==> src/hw/rtl/ims_pkg.sv <==
// shared types and constants of the interval matcher
`default_nettype none
package ims_pkg;

	localparam int OPEN_SLOTS_DEF = 16;
	localparam int NUM_STAGES     = 5;
	localparam int TIME_W         = 64;
	localparam int FRAME_W        = 32;
	localparam int STAGE_W        = 3;
	localparam int COUNT_W        = 32;
	localparam int OPEN_W         = 5;

	localparam logic [STAGE_W-1:0] STAGE_SINK = 3'd4;

	localparam logic [1:0] OP_BEGIN = 2'd0;
	localparam logic [1:0] OP_END   = 2'd1;
	localparam logic [1:0] OP_READ  = 2'd2;

	localparam logic [2:0] STS_OK      = 3'd0;
	localparam logic [2:0] STS_DUP     = 3'd1;
	localparam logic [2:0] STS_NOMATCH = 3'd2;
	localparam logic [2:0] STS_EARLY   = 3'd3;
	localparam logic [2:0] STS_FULL    = 3'd4;

	typedef enum logic [1:0] {
		S_IDLE,
		S_SCAN,
		S_DIFF,
		S_FOLD
	} state_t;

	// token that walks the slot chain, one cell per cycle
	typedef struct packed {
		logic              vld;
		logic              hit;
		logic              free;
		logic [TIME_W-1:0] start;
	} scan_t;

	// broadcast commit to the marked cells
	typedef struct packed {
		logic set;
		logic clr;
	} commit_t;

endpackage
`default_nettype wire

==> src/hw/rtl/ims_cell.sv <==
// one slot of the open interval table, with its stage of the scan chain
`default_nettype none
module ims_cell (
	input  wire logic                         clk,
	input  wire logic                         arst_n,
	input  wire logic [ims_pkg::FRAME_W-1:0]  key_frame,
	input  wire logic [ims_pkg::STAGE_W-1:0]  key_stage,
	input  wire logic [ims_pkg::TIME_W-1:0]   key_time,
	input  wire ims_pkg::scan_t               scan_in,
	output ims_pkg::scan_t                    scan_out,
	input  wire ims_pkg::commit_t             commit,
	output logic                              valid
);
	import ims_pkg::*;

	logic               valid_q;
	logic [FRAME_W-1:0] frame_q;
	logic [STAGE_W-1:0] stage_q;
	logic [TIME_W-1:0]  start_q;
	logic               vld_q;
	logic               hit_q;
	logic               free_q;
	logic [TIME_W-1:0]  tstart_q;
	logic               hit_mark_q;
	logic               free_mark_q;
	logic               hit;

	assign hit = valid_q && (frame_q == key_frame) && (stage_q == key_stage);

	always_ff @(posedge clk or negedge arst_n) begin
		if (!arst_n) begin
			vld_q       <= 1'b0;
			valid_q     <= 1'b0;
			hit_mark_q  <= 1'b0;
			free_mark_q <= 1'b0;
		end else begin
			vld_q <= scan_in.vld;
			if (scan_in.vld) begin
				hit_mark_q  <= hit;
				free_mark_q <= !valid_q && !scan_in.free;
			end
			if (commit.set && free_mark_q) begin
				valid_q <= 1'b1;
			end else if (commit.clr && hit_mark_q) begin
				valid_q <= 1'b0;
			end
		end
	end

	always_ff @(posedge clk) begin
		if (scan_in.vld) begin
			hit_q    <= scan_in.hit || hit;
			free_q   <= scan_in.free || !valid_q;
			tstart_q <= hit ? start_q : scan_in.start;
		end
		if (commit.set && free_mark_q) begin
			frame_q <= key_frame;
			stage_q <= key_stage;
			start_q <= key_time;
		end
	end

	assign scan_out = '{vld: vld_q, hit: hit_q, free: free_q, start: tstart_q};
	assign valid    = valid_q;

endmodule
`default_nettype wire

==> config.mk <==
export PLATFORM = sky130hd
export DESIGN_NAME = ims_cell
export DESIGN_NICKNAME = d
export VERILOG_FILES = /design/src/hw/rtl/ims_pkg.sv /design/src/hw/rtl/ims_cell.sv
export SDC_FILE = /design/constraint.sdc
export NUM_CORES = 1
export LEC_CHECK = 0
export BUFFER_PORTS_ARGS = -buffer_cell sky130_fd_sc_hd__buf_2
export CORE_MARGIN = 2
export CORE_UTILIZATION = 50
export CTS_CLUSTER_SIZE = 28
export DETAILED_ROUTE_END_ITERATION = 12
export PLACE_DENSITY = 0.81
export SETUP_SLACK_MARGIN = 0.05
export SLEW_MARGIN = 30
export SYNTH_ARGS = -nofsm -noshare
export SYNTH_HDL_FRONTEND = slang
export SYNTH_SLANG_ARGS = --single-unit
==> constraint.sdc <==
create_clock -name clk -period 8.3 [get_ports clk]
set_input_delay 0.83 -clock clk [delete_from_list [all_inputs] [get_ports clk]]
set_output_delay 0.83 -clock clk [all_outputs]
set_load 0.01 [all_outputs]
==> results of run 1 <==
==> cells in the final DEF, fill, tap and decap left out, types with 3 or more instances in the layout <==
cell type	n
dfrtp_1	4
mux2_4	38
clkbuf_16	17
bufinv_16	5
nand4_1	3
xor2_1	28
nor4_1	7
xnor2_1	7
edfxtp_1	165
mux2_2	27
inv_6	3
buf_2	237
==> metal layers <==
metal	part of all wire (%)	wire (um)	vias up
met5	0	0	-
met4	2.8	362	0
met3	7.6	981	26
met2	53	6820	159
met1	36	4681	1672
li1	-	-	1661
==> state kept, by name, summed over array words and instances (netlist names) <==
name	count
start_q	64
stage_q	3
free_q	1
free_mark_q	1
tstart_q	64
vld_q	1
hit_mark_q	1
valid	1
hit_q	1
frame_q	32
==> worst min path at each step <==
| stage | start | to | slack, ps | cells after the start |
|---|---|---|---|---|
| finish | arst_n | valid$_DFFE_PN0P_ | 200 | 1 |
| global route | arst_n | free_mark_q$_DFFE_PN0P_ | 190 | 1 |
| CTS | arst_n | free_mark_q$_DFFE_PN0P_ | 180 | 1 |
| detailed placement | free_mark_q$_DFFE_PN0P_ | free_mark_q$_DFFE_PN0P_ | 500 | 1 |
| global placement | free_mark_q$_DFFE_PN0P_ | free_mark_q$_DFFE_PN0P_ | 490 | 1 |
| floorplan | free_mark_q$_DFFE_PN0P_ | free_mark_q$_DFFE_PN0P_ | 470 | 1 |
==> layout make-up <==
type / instances / area [um2]
clock buffer: 17 / 425.4
clock inverter: 15 / 222.7
fill: 863 / 4163
inverter: 1 / 3.754
multi-input combinational: 119 / 1306
sequential: 169 / 5055
tap: 172 / 215.2
timing repair buffer: 240 / 1229
==> cells in the mapped netlist <==
cell type	count	area share [%]
edfxtp_1	165	77
mux2_4	38	8.8
xor2_1	28	3.8
mux2_2	27	4.7
nor4_1	7	0.68
xnor2_1	7	0.95
buf_6	5	0.87
dfrtp_1	4	1.6
buf_4	3	0.35
nand4_1	3	0.29
buf_2	2	0.16
nand2b_1	2	0.19
a21o_1	1	0.12
and2_1	1	0.097
inv_1	1	0.058
mux2i_1	1	0.16
nand2_1	1	0.058
nand3_1	1	0.078
nor2_1	1	0.058
or4_4	1	0.17
==> per-stage QoR <==
| step | utilization [%] | instance area (um2) | total power [mW] |
|---|---|---|---|
| 2_1_floorplan | - | 6451 | 1.086 |
| 3_3_place_gp | 61.66 | 7781 | 1.164 |
| 3_5_place_dp | 61.88 | 7809 | 1.172 |
| 4_1_cts | 67.01 | 8457 | 2.027 |
| 5_1_grt | 67.01 | 8457 | 2.072 |
| 6_report | 67.01 | 8457 | 2.009 |
==> power by group <==
group | switching (mW) | total [mW] | internal (mW)
Combinational | 0.0710 | 0.143 | 0.0720
Sequential | 0.0141 | 1.01 | 0.995
Clock | 0.321 | 0.856 | 0.535
==> cell families (layout without fill, tap and decap cells) <==
group	after synthesis	after routing	share of synthesized area, %
xor+xnor	35	35	4.752
flops	169	169	78.36
mux	66	66	13.71
buf+inv	11	273	1.435
simple gates	17	17	1.629
compound gates	1	1	0.1164
==> metrics.txt, run 1 <==
crit path cell chain=buf_2 -> xor2_1 -> nor4_1 -> nand3_1 -> or4_4 -> buf_16 -> mux2_4; worst setup path startpoint=key_frame[7]; Clock transition at path regs=60 ps; Die Height=117.6 um; Least-Margin Pin Slew=908.2 ps; synthesized area=6451 um2; Yosys warning count=0; CP max FO=39; M1 GR Usage=19.73%; Yosys reg bits=169; CTS Hold Bufs=0; dpl cells=701; core area=12620 um2; period utilization=33.95%; n_diodes=0; worst setup path class=in -> reg; CTS resizes=0; Post-Route Setup TNS=0 ps; power density over the cells=237.5 nW/um2; Nets=718; WP data required=8480 ps; Critical Path Stages=7; Area growth syn-to-layout=31.09%; # setup viols final=0; vias per cell=4.799; H-tree levels=4; DRC viols=0; crit path buf inv count=2; max-slew violations=0; outcome=finished clean; global-route usage over all layers=19.45%; Num CTS Buffers=17; CTS tree=built; Ports=238; post-layout min period=2818 ps; DRT Pass-1 Iters=4; VDD IR-drop max=0.1262 mV; final hold violations=0; num rows=41; R2R setup slack=5620 ps; slowest stage delay, CP=740 ps; CP Capture Point=tstart_q[49]$_DFFE_PP_; WL per Instance=17.52 um; grt met3 use=6.589%; # Post-CTS Setup Buffers=0; ratio of cells with drive above 1 in the final layout=60.25%; M2 GR Usage=35.20%; Syn Inst Count=299; total die area=13830 um2; R2R Path Start=frame_q[7]$_DFFE_PP_; Post-DRT Antenna Nets=0; initial antenna violation count=0; P_leak=3.507 nW; Longest Clk Path Bufs=2; largest net degree at the start of global routing=70; Via Count=3518; RD Place Congestion=0.7293; routed wire length=12850 um; FMAX=0.3549 GHz; first-pass GRT wire length=19970 um; vias in the first global route=3923; Hold Path Class=in -> async; post-synth net total=469; Worst Path Arrival=3000 ps; Reg2Reg Depth=6; Non-Filler Instances=733; pre-CTS setup slack=5036 ps; sequential fraction of the synthesis area=78.36%; Skew-Pair Late Insertion Delay=420 ps; reg2reg end=tstart_q[49]$_DFFE_PP_; CP Launch Type=primary input; worst setup margin=5482 ps; Starting Density=51.12%; Hold Worst Slack=204.4 ps; family with the most delay on the worst path=simple AND/OR/NAND/NOR gates; Die X=117.6 um; crit end category=register; clk sink count=169; RSZ-0062 raised after global routing=no; Root Driver=clkbuf_16; initial DRC count=199; Mean Syn Cell Area=21.58 um2; IO Port Bufs=237; Slowest-stage cell, CP=or4_4; Slew HR=39.45%; GR Overflow Total=0; grt peak-use layer=met2; Setup Skew=5.038 ps; count of different cell masters after synthesis=20; Max Cap Viol=0; hpwl dp=9052 um
No activity file was read; power rests on OpenSTA's default activity.
==> inputs of run 2 (changes only) <==
ABC_AREA = 1   (was unset)
CORE_UTILIZATION = 47   (was 50)
PLACE_DENSITY = 0.77   (was 0.81)
clock period = 2.4 ns   (was 8.3 ns; I/O delays follow)
==> run 2 against run 1 <==
  * Non-clock buffer count rose by 77
  * Die area is 27% higher
  * Clock power grew to 3.1 times the previous value
  * Sequential share of layout area shrank 11 points
  * Critical path type unchanged
  * Critical endpoint is now tstart_q[1]$_DFFE_PP_
  * Highest routed layer unchanged
==> metrics.txt, run 2 <==
multi-input logic area=2039 um2 (+56%); CP max FO=65 (+67%); count leader, synth=edfxtp_1; core area=16350 um2 (+30%); first-pass GRT wire length=28450 um (+42%); leading area contributor after synthesis=edfxtp_1; top post-synthesis cells by area=edfxtp_1 64%, o21bai_2 7.1%, nand2_1 7.0%; Regs by FF count=start_q: 64 flops, tstart_q: 64 flops, frame_q: 32 flops; Nets=1105 (+54%); WP data required=2570 ps (-5910 ps); Register Area=5055 um2 (unchanged); power density over the cells=651.9 nW/um2 (+170%); final hold violations=0 (unchanged); DRC viols=0 (unchanged); Yosys top cell area share=63.75% (-13 points); most common cell after layout, fill and taps aside=buf_2; RD Place Congestion=0.7958 (+9.1%); Async S/R FF share, synth=2.367% (unchanged); family with the most delay on the worst path=buffers and inverters; max-slew violations=0 (unchanged); most frequent cells in the layout=237 x buf_2, 165 x edfxtp_1, 145 x nand2_1, 109 x inv_1, 70 x dlygate4sd3_1; Die X=132.6 um (+13%); Sequential Power Share=51.1% (+0.8 points); IO Port Bufs=237 (unchanged); Overall Power=6.790 mW (+240%); fin util=63.71% (-3.3 points); WL per Instance=15.34 um (-12%); num rows=47 (+15%); Clock transition at path regs=60 ps (about the same); sequential fraction of the synthesis area=65.04% (-13 points); total die area=17580 um2 (+27%); CTS tree=built; Post-Route Setup TNS=0 ps (unchanged); Post-DRT Antenna Nets=0 (unchanged); slowest stage delay, CP=520 ps (-220 ps); GR Overflow Total=0 (unchanged); pre-CTS setup slack=572.3 ps (-4464 ps); hold path start=key_time[13]; Comb pwr share=9.6% (+2.5 points); Internal=5.292 mW (+230%); vias per cell=4.746 (-1.1%); FMAX=0.5280 GHz; Num CTS Buffers=17 (unchanged); Via Count=5548 (+58%); fin area=10420 um2 (+23%); CTS resizes=0 (unchanged); initial antenna violation count=1 (+1); synthesized area=7772 um2 (+20%); Area growth syn-to-layout=34.00%; period utilization=78.91%; P_leak=4.541 nW (+29%); Sw Pwr=1.498 mW (+270%); Post-DP Area=9135 um2 (+17%); Starting Density=47.54% (-3.6 points); Slowest-stage cell, CP=dlygate4sd3_1; dpl cells=1066 (+52%); Least-Margin Pin Slew=565.8 ps (-342.4 ps); VDD IR-drop max=0.4447 mV (+250%); post-layout min period=1894 ps; RSZ-0062 raised after global routing=no; sw frac=22.06% (+1.8 points); Clock Power Share=39.3% (-3.3 points); vias in the first global route=5758 (+47%); initial DRC count=271 (+36%); crit path cell chain=dlygate4sd3_1 -> buf_2 -> inv_1 -> nand2_1 -> nand2_1 -> nor2_1 -> nand2_1 -> nor2_1 -> nand3_4 -> buf_12 -> o21bai_1 -> nand2_1; Yosys reg bits=169 (unchanged); H-tree levels=4 (unchanged); number of synthesized flops with an enable pin=165 (unchanged); outcome=finished clean; Max Cap Viol=0 (unchanged); fillcell total=1269 (+47%); Syn Inst Count=630 (+110%); Slew HR=62.28% (+23 points); count of different cell masters after synthesis=21 (+5.0%); Skew-Pair Late Insertion Delay=420 ps (about the same); worst setup path class=in -> reg; worst setup margin=506.2 ps (-4976 ps); crit path buf inv count=4 (+2); Hold Worst Slack=24.31 ps (-180.1 ps); Root Driver=clkbuf_16; Worst Path Arrival=2060 ps (-940 ps); crit end category=register; # setup viols final=0 (unchanged); clk sink count=169 (unchanged); ys flop type=edfxtp_1; global-route usage over all layers=21.01% (+1.6 points); largest net degree at the start of global routing=70 (unchanged); Longest Clk Path Bufs=2 (unchanged); routed wire length=17940 um (+40%); post-synth net total=800 (+71%); ratio of cells with drive above 1 in the final layout=40.40% (-20 points); DRT Pass-1 Iters=8 (+4); worst setup path startpoint=key_stage[0]; Hold Path Class=in -> reg; Commonest cells post-synth=165 x edfxtp_1, 145 x nand2_1, 110 x inv_1; Worst path most repeated cell=nand2_1; R2R Path Start=frame_q[20]$_DFFE_PP_; hpwl dp=11770 um (+30%); CP Launch Type=primary input; Mean Syn Cell Area=12.34 um2 (-43%); Ports=238 (unchanged); Die Height=132.6 um (+13%); Yosys warning count=0 (unchanged); Non-Filler Instances=1169 (+59%); Setup Skew=10.67 ps (+5.637 ps)
[run 2: cell types whose count changed in the layout (fill, tap and decap cells not counted), sizes merged, moves of 28 or more]
cell         change
nand2          +144
o21bai          +65
xor2            -28
dlygate4sd3     +70
inv            +110
nand3           +66
mux2            -65
[run 2: worst paths after layout]
path / endpoint / slack (ps) / depth (start not counted)
max: tstart_q[1]$_DFFE_PP_ / 510 / 12
min: start_q[13]$_DFFE_PP_ / 20 / 1
max reg2reg: tstart_q[1]$_DFFE_PP_ / 560 / 9
min reg2reg: free_mark_q$_DFFE_PN0P_ / 510 / 2
max in group asynchronous: hit_mark_q$_DFFE_PN0P_ / 2120 / 2
min in group asynchronous: vld_q$_DFF_PN0_ / 160 / 2
[run 2: timing repair]
item / CTS / global route
hold buffers: 69 / 1
hold endpoints to repair: 72 / 1
buffers inserted: 0 / 0
[run 2: logic make-up after synthesis]
| group | share of synthesized area, % |
|---|---|
| compound gates | 9.176 |
| xor+xnor | 1.014 |
| simple gates | 15.73 |
| flops | 65.04 |
| buf+inv | 9.047 |
[run 2: power by group through the flow]
stage	combinational [mW]	sequential, mW	clock [mW]
floorplan	0.188	3.58	0
global placement	0.545	3.53	0
detailed placement	0.560	3.53	0
CTS	0.652	3.47	2.73
global route	0.718	3.48	2.83
finish	0.654	3.47	2.67
[run 2: area by class of cell]
type | instances | area share (%)
Antenna cell | 1 | 0.02403
Sequential cell | 169 | 48.53
Timing Repair Buffer | 317 | 19.56
Clock buffer | 17 | 4.085
Clock inverter | 15 | 1.454
Tap cell | 220 | 2.643
Multi-Input combinational cell | 317 | 19.58
Inverter | 113 | 4.121
[run 2: routing by layer]
layer	GRT usage, %	wire length [um]	part of all wire [%]	vias to the layer above
li1	-	-	-	2686
met2	36.24	9003	50	234
met5	0	0	0	-
met1	24.86	7252	40	2587
met3	5.287	1177	6.6	41
met4	9.438	505	2.8	0
[run 2: worst register-to-register path, stage by stage (launching register included)]
cell and delay (ps):
edfxtp_1 400, nand2_1 80, nand2_1 50, nor2_1 110
nand2_1 70, nor2_1 220, nand3_4 110, buf_12 260
o21bai_1 230, nand2_1 60
==> inputs of run 3 (changes only) <==
clock period = 1.6 ns   (was 2.4 ns; I/O delays follow)
==> run 3 against run 2 <==
  * Total power rose by 47%
  * Sequential share of layout area fell by 3.5 points
  * The flow now finishes with violations (setup timing)
  * Register-to-register slack worse by 760 ps
  * Clock-buffer cell count stayed put
==> metrics.txt, run 3 (synthesis gave the netlist of run 2 again) <==
Ports=238 (unchanged); Clock Power Share=37.1% (-2.2 points); Overall Power=9.988 mW (+47%); Die X=132.6 um (unchanged); CTS tree=built; Internal=7.687 mW (+45%); largest net degree at the start of global routing=52 (-26%); vias in the first global route=5930 (+3.0%); first-pass GRT wire length=30140 um (+5.9%); core area=16350 um2 (unchanged); GR Overflow Total=0 (unchanged); DRT Pass-1 Iters=5 (-3); P_leak=4.887 nW (+7.6%); Register Area=5055 um2 (unchanged); Sequential Power Share=52.1% (+1.0 points); worst setup path class=reg -> reg; Regs by FF count=start_q: 64 flops, tstart_q: 64 flops, frame_q: 32 flops; Nets=1161 (+5.1%); CP max FO=22 (-66%); num rows=47 (unchanged); vias per cell=4.732 (-0.29%); crit end category=register; WL per Instance=16.15 um (+5.3%); Num CTS Buffers=17 (unchanged); fin area=11230 um2 (+7.8%); routed wire length=19770 um (+10%); Hold Path Class=in -> reg; Longest Clk Path Bufs=2 (unchanged); Clock transition at path regs=70 ps (about the same); Die Height=132.6 um (unchanged); hpwl dp=11620 um (-1.3%); Skew-Pair Late Insertion Delay=420 ps (about the same); Least-Margin Pin Slew=361.6 ps (-204.2 ps); RD Place Congestion=0.8028 (+0.88%); RSZ-0062 raised after global routing=yes; worst setup margin=-195.5 ps (-701.7 ps); Area growth syn-to-layout=44.45%; Via Count=5792 (+4.4%); fillcell total=1123 (-12%); VDD IR-drop max=0.6847 mV (+54%); IO Port Bufs=237 (unchanged); global-route usage over all layers=22.30% (+1.3 points); # setup viols final=66 (+66); max-slew violations=0 (unchanged); Sw Pwr=2.300 mW (+54%); power density over the cells=889.6 nW/um2 (+36%); initial antenna violation count=0 (-1); Post-DRT Antenna Nets=0 (unchanged); violated checks=setup timing; CP Launch Type=register; Setup Skew=13.06 ps (+2.384 ps); WP data required=1760 ps (-810 ps); Max Cap Viol=0 (unchanged); post-layout min period=1796 ps; Slew HR=75.89% (+14 points); Comb pwr share=10.8% (+1.2 points); clk sink count=169 (unchanged); n_diodes=0 (-1); outcome=finished, violations left; Worst Path Arrival=1960 ps (-100 ps); DRC viols=0 (unchanged); initial DRC count=281 (+3.7%); final hold violations=0 (unchanged); FMAX=0.5569 GHz; multi-input logic area=2106 um2 (+3.3%); sw frac=23.03% (+0.97 points); ratio of cells with drive above 1 in the final layout=41.93% (+1.5 points); Post-DP Area=9270 um2 (+1.5%); total die area=17580 um2 (unchanged); most common cell after layout, fill and taps aside=buf_2; most frequent cells in the layout=237 x buf_2, 165 x edfxtp_1, 142 x nand2_1, 109 x inv_1, 100 x dlygate4sd3_1; H-tree levels=4 (unchanged); Root Driver=clkbuf_16; period utilization=112.2%; Starting Density=47.54% (unchanged)
==> run 3: cell count changes in the layout (fill, tap and decap cells not counted), sizes merged <==
cell / before / now
clkinv: 10 / 12
diode: 1 / 0
dlygate4sd3: 70 / 100
bufinv: 2 / 0
clkbuf: 17 / 22
buf: 247 / 268
==> run 3: critical path, cell delays in order, from the launching register on <==
cell and delay (ps):
edfxtp_1 380, buf_6 120, nor2_4 30, nor2_1 110
nand2_1 70, nor2_2 130, nand3_4 120, buf_12 160
buf_12 160, o21bai_2 140, nand2_1 90
==> run 3: routing by layer <==
metal / global-route usage (%) / vias up / routed length [um]
met3: 6.552 / 29 / 1348
met1: 26.52 / 2729 / 7704
met5: 0 / - / 0
li1: - / 2803 / -
met2: 39.00 / 231 / 10320
met4: 7.109 / 0 / 398
==> run 3: repair_timing <==
action                     in CTS  in global routing
setup buffers                   5                  1
cloned                          4                  6
hold endpoints to repair      102                  0
setup endpoints to repair      66                 66
pin swaps                       7                 17
hold buffers                  100                  0
resized for setup              20                 10
==> run 3: power by group through the flow <==
| stage | Combinational, mW | Sequential, mW | Clock (mW) |
|---|---|---|---|
| 6_report | 1.08 | 5.20 | 3.71 |
| 5_1_grt | 1.18 | 5.22 | 3.93 |
| 4_1_cts | 1.06 | 5.20 | 3.74 |
| 3_5_place_dp | 0.849 | 5.29 | 0 |
| 3_3_place_gp | 0.829 | 5.29 | 0 |
| 2_1_floorplan | 0.282 | 5.37 | 0 |
==> run 3: stage by stage <==
step                      setup slack [ps]  TNS (ps)  instances  utilization, %  hold WS, ps
after CTS                           -156.3     -8387       1218           67.60        17.00
after global placement              -208.6    -10920       1077           56.70       -31.61
after detailed placement            -244.4    -12880       1077           56.70       -30.03
final                               -195.5     -9390       1224           68.67        30.15
after floorplan                     -684.0    -67720        630               -       -135.6
after global routing                -315.0    -16450       1224           68.67        16.08
==> run 3: layout make-up <==
cell class	count	share of cell area, %
sequential	169	45.02
timing repair buffer	373	25.15
multi-input combinational	317	18.76
inverter	113	3.923
clock buffer	17	3.789
tap	220	2.452
clock inverter	15	0.9027
==> run 3: final timing paths <==
path	cells after the start	start	to	slack, ps
setup / recovery	10	stage_q[0]$_DFFE_PP_	tstart_q[20]$_DFFE_PP_	-200
hold / removal	2	key_frame[28]	frame_q[28]$_DFFE_PP_	30
setup reg to reg	10	stage_q[0]$_DFFE_PP_	tstart_q[20]$_DFFE_PP_	-200
hold reg to reg	2	hit_mark_q$_DFFE_PN0P_	hit_mark_q$_DFFE_PN0P_	510
max in group asynchronous	2	arst_n	hit_mark_q$_DFFE_PN0P_	1370
min in group asynchronous	2	arst_n	free_mark_q$_DFFE_PN0P_	110
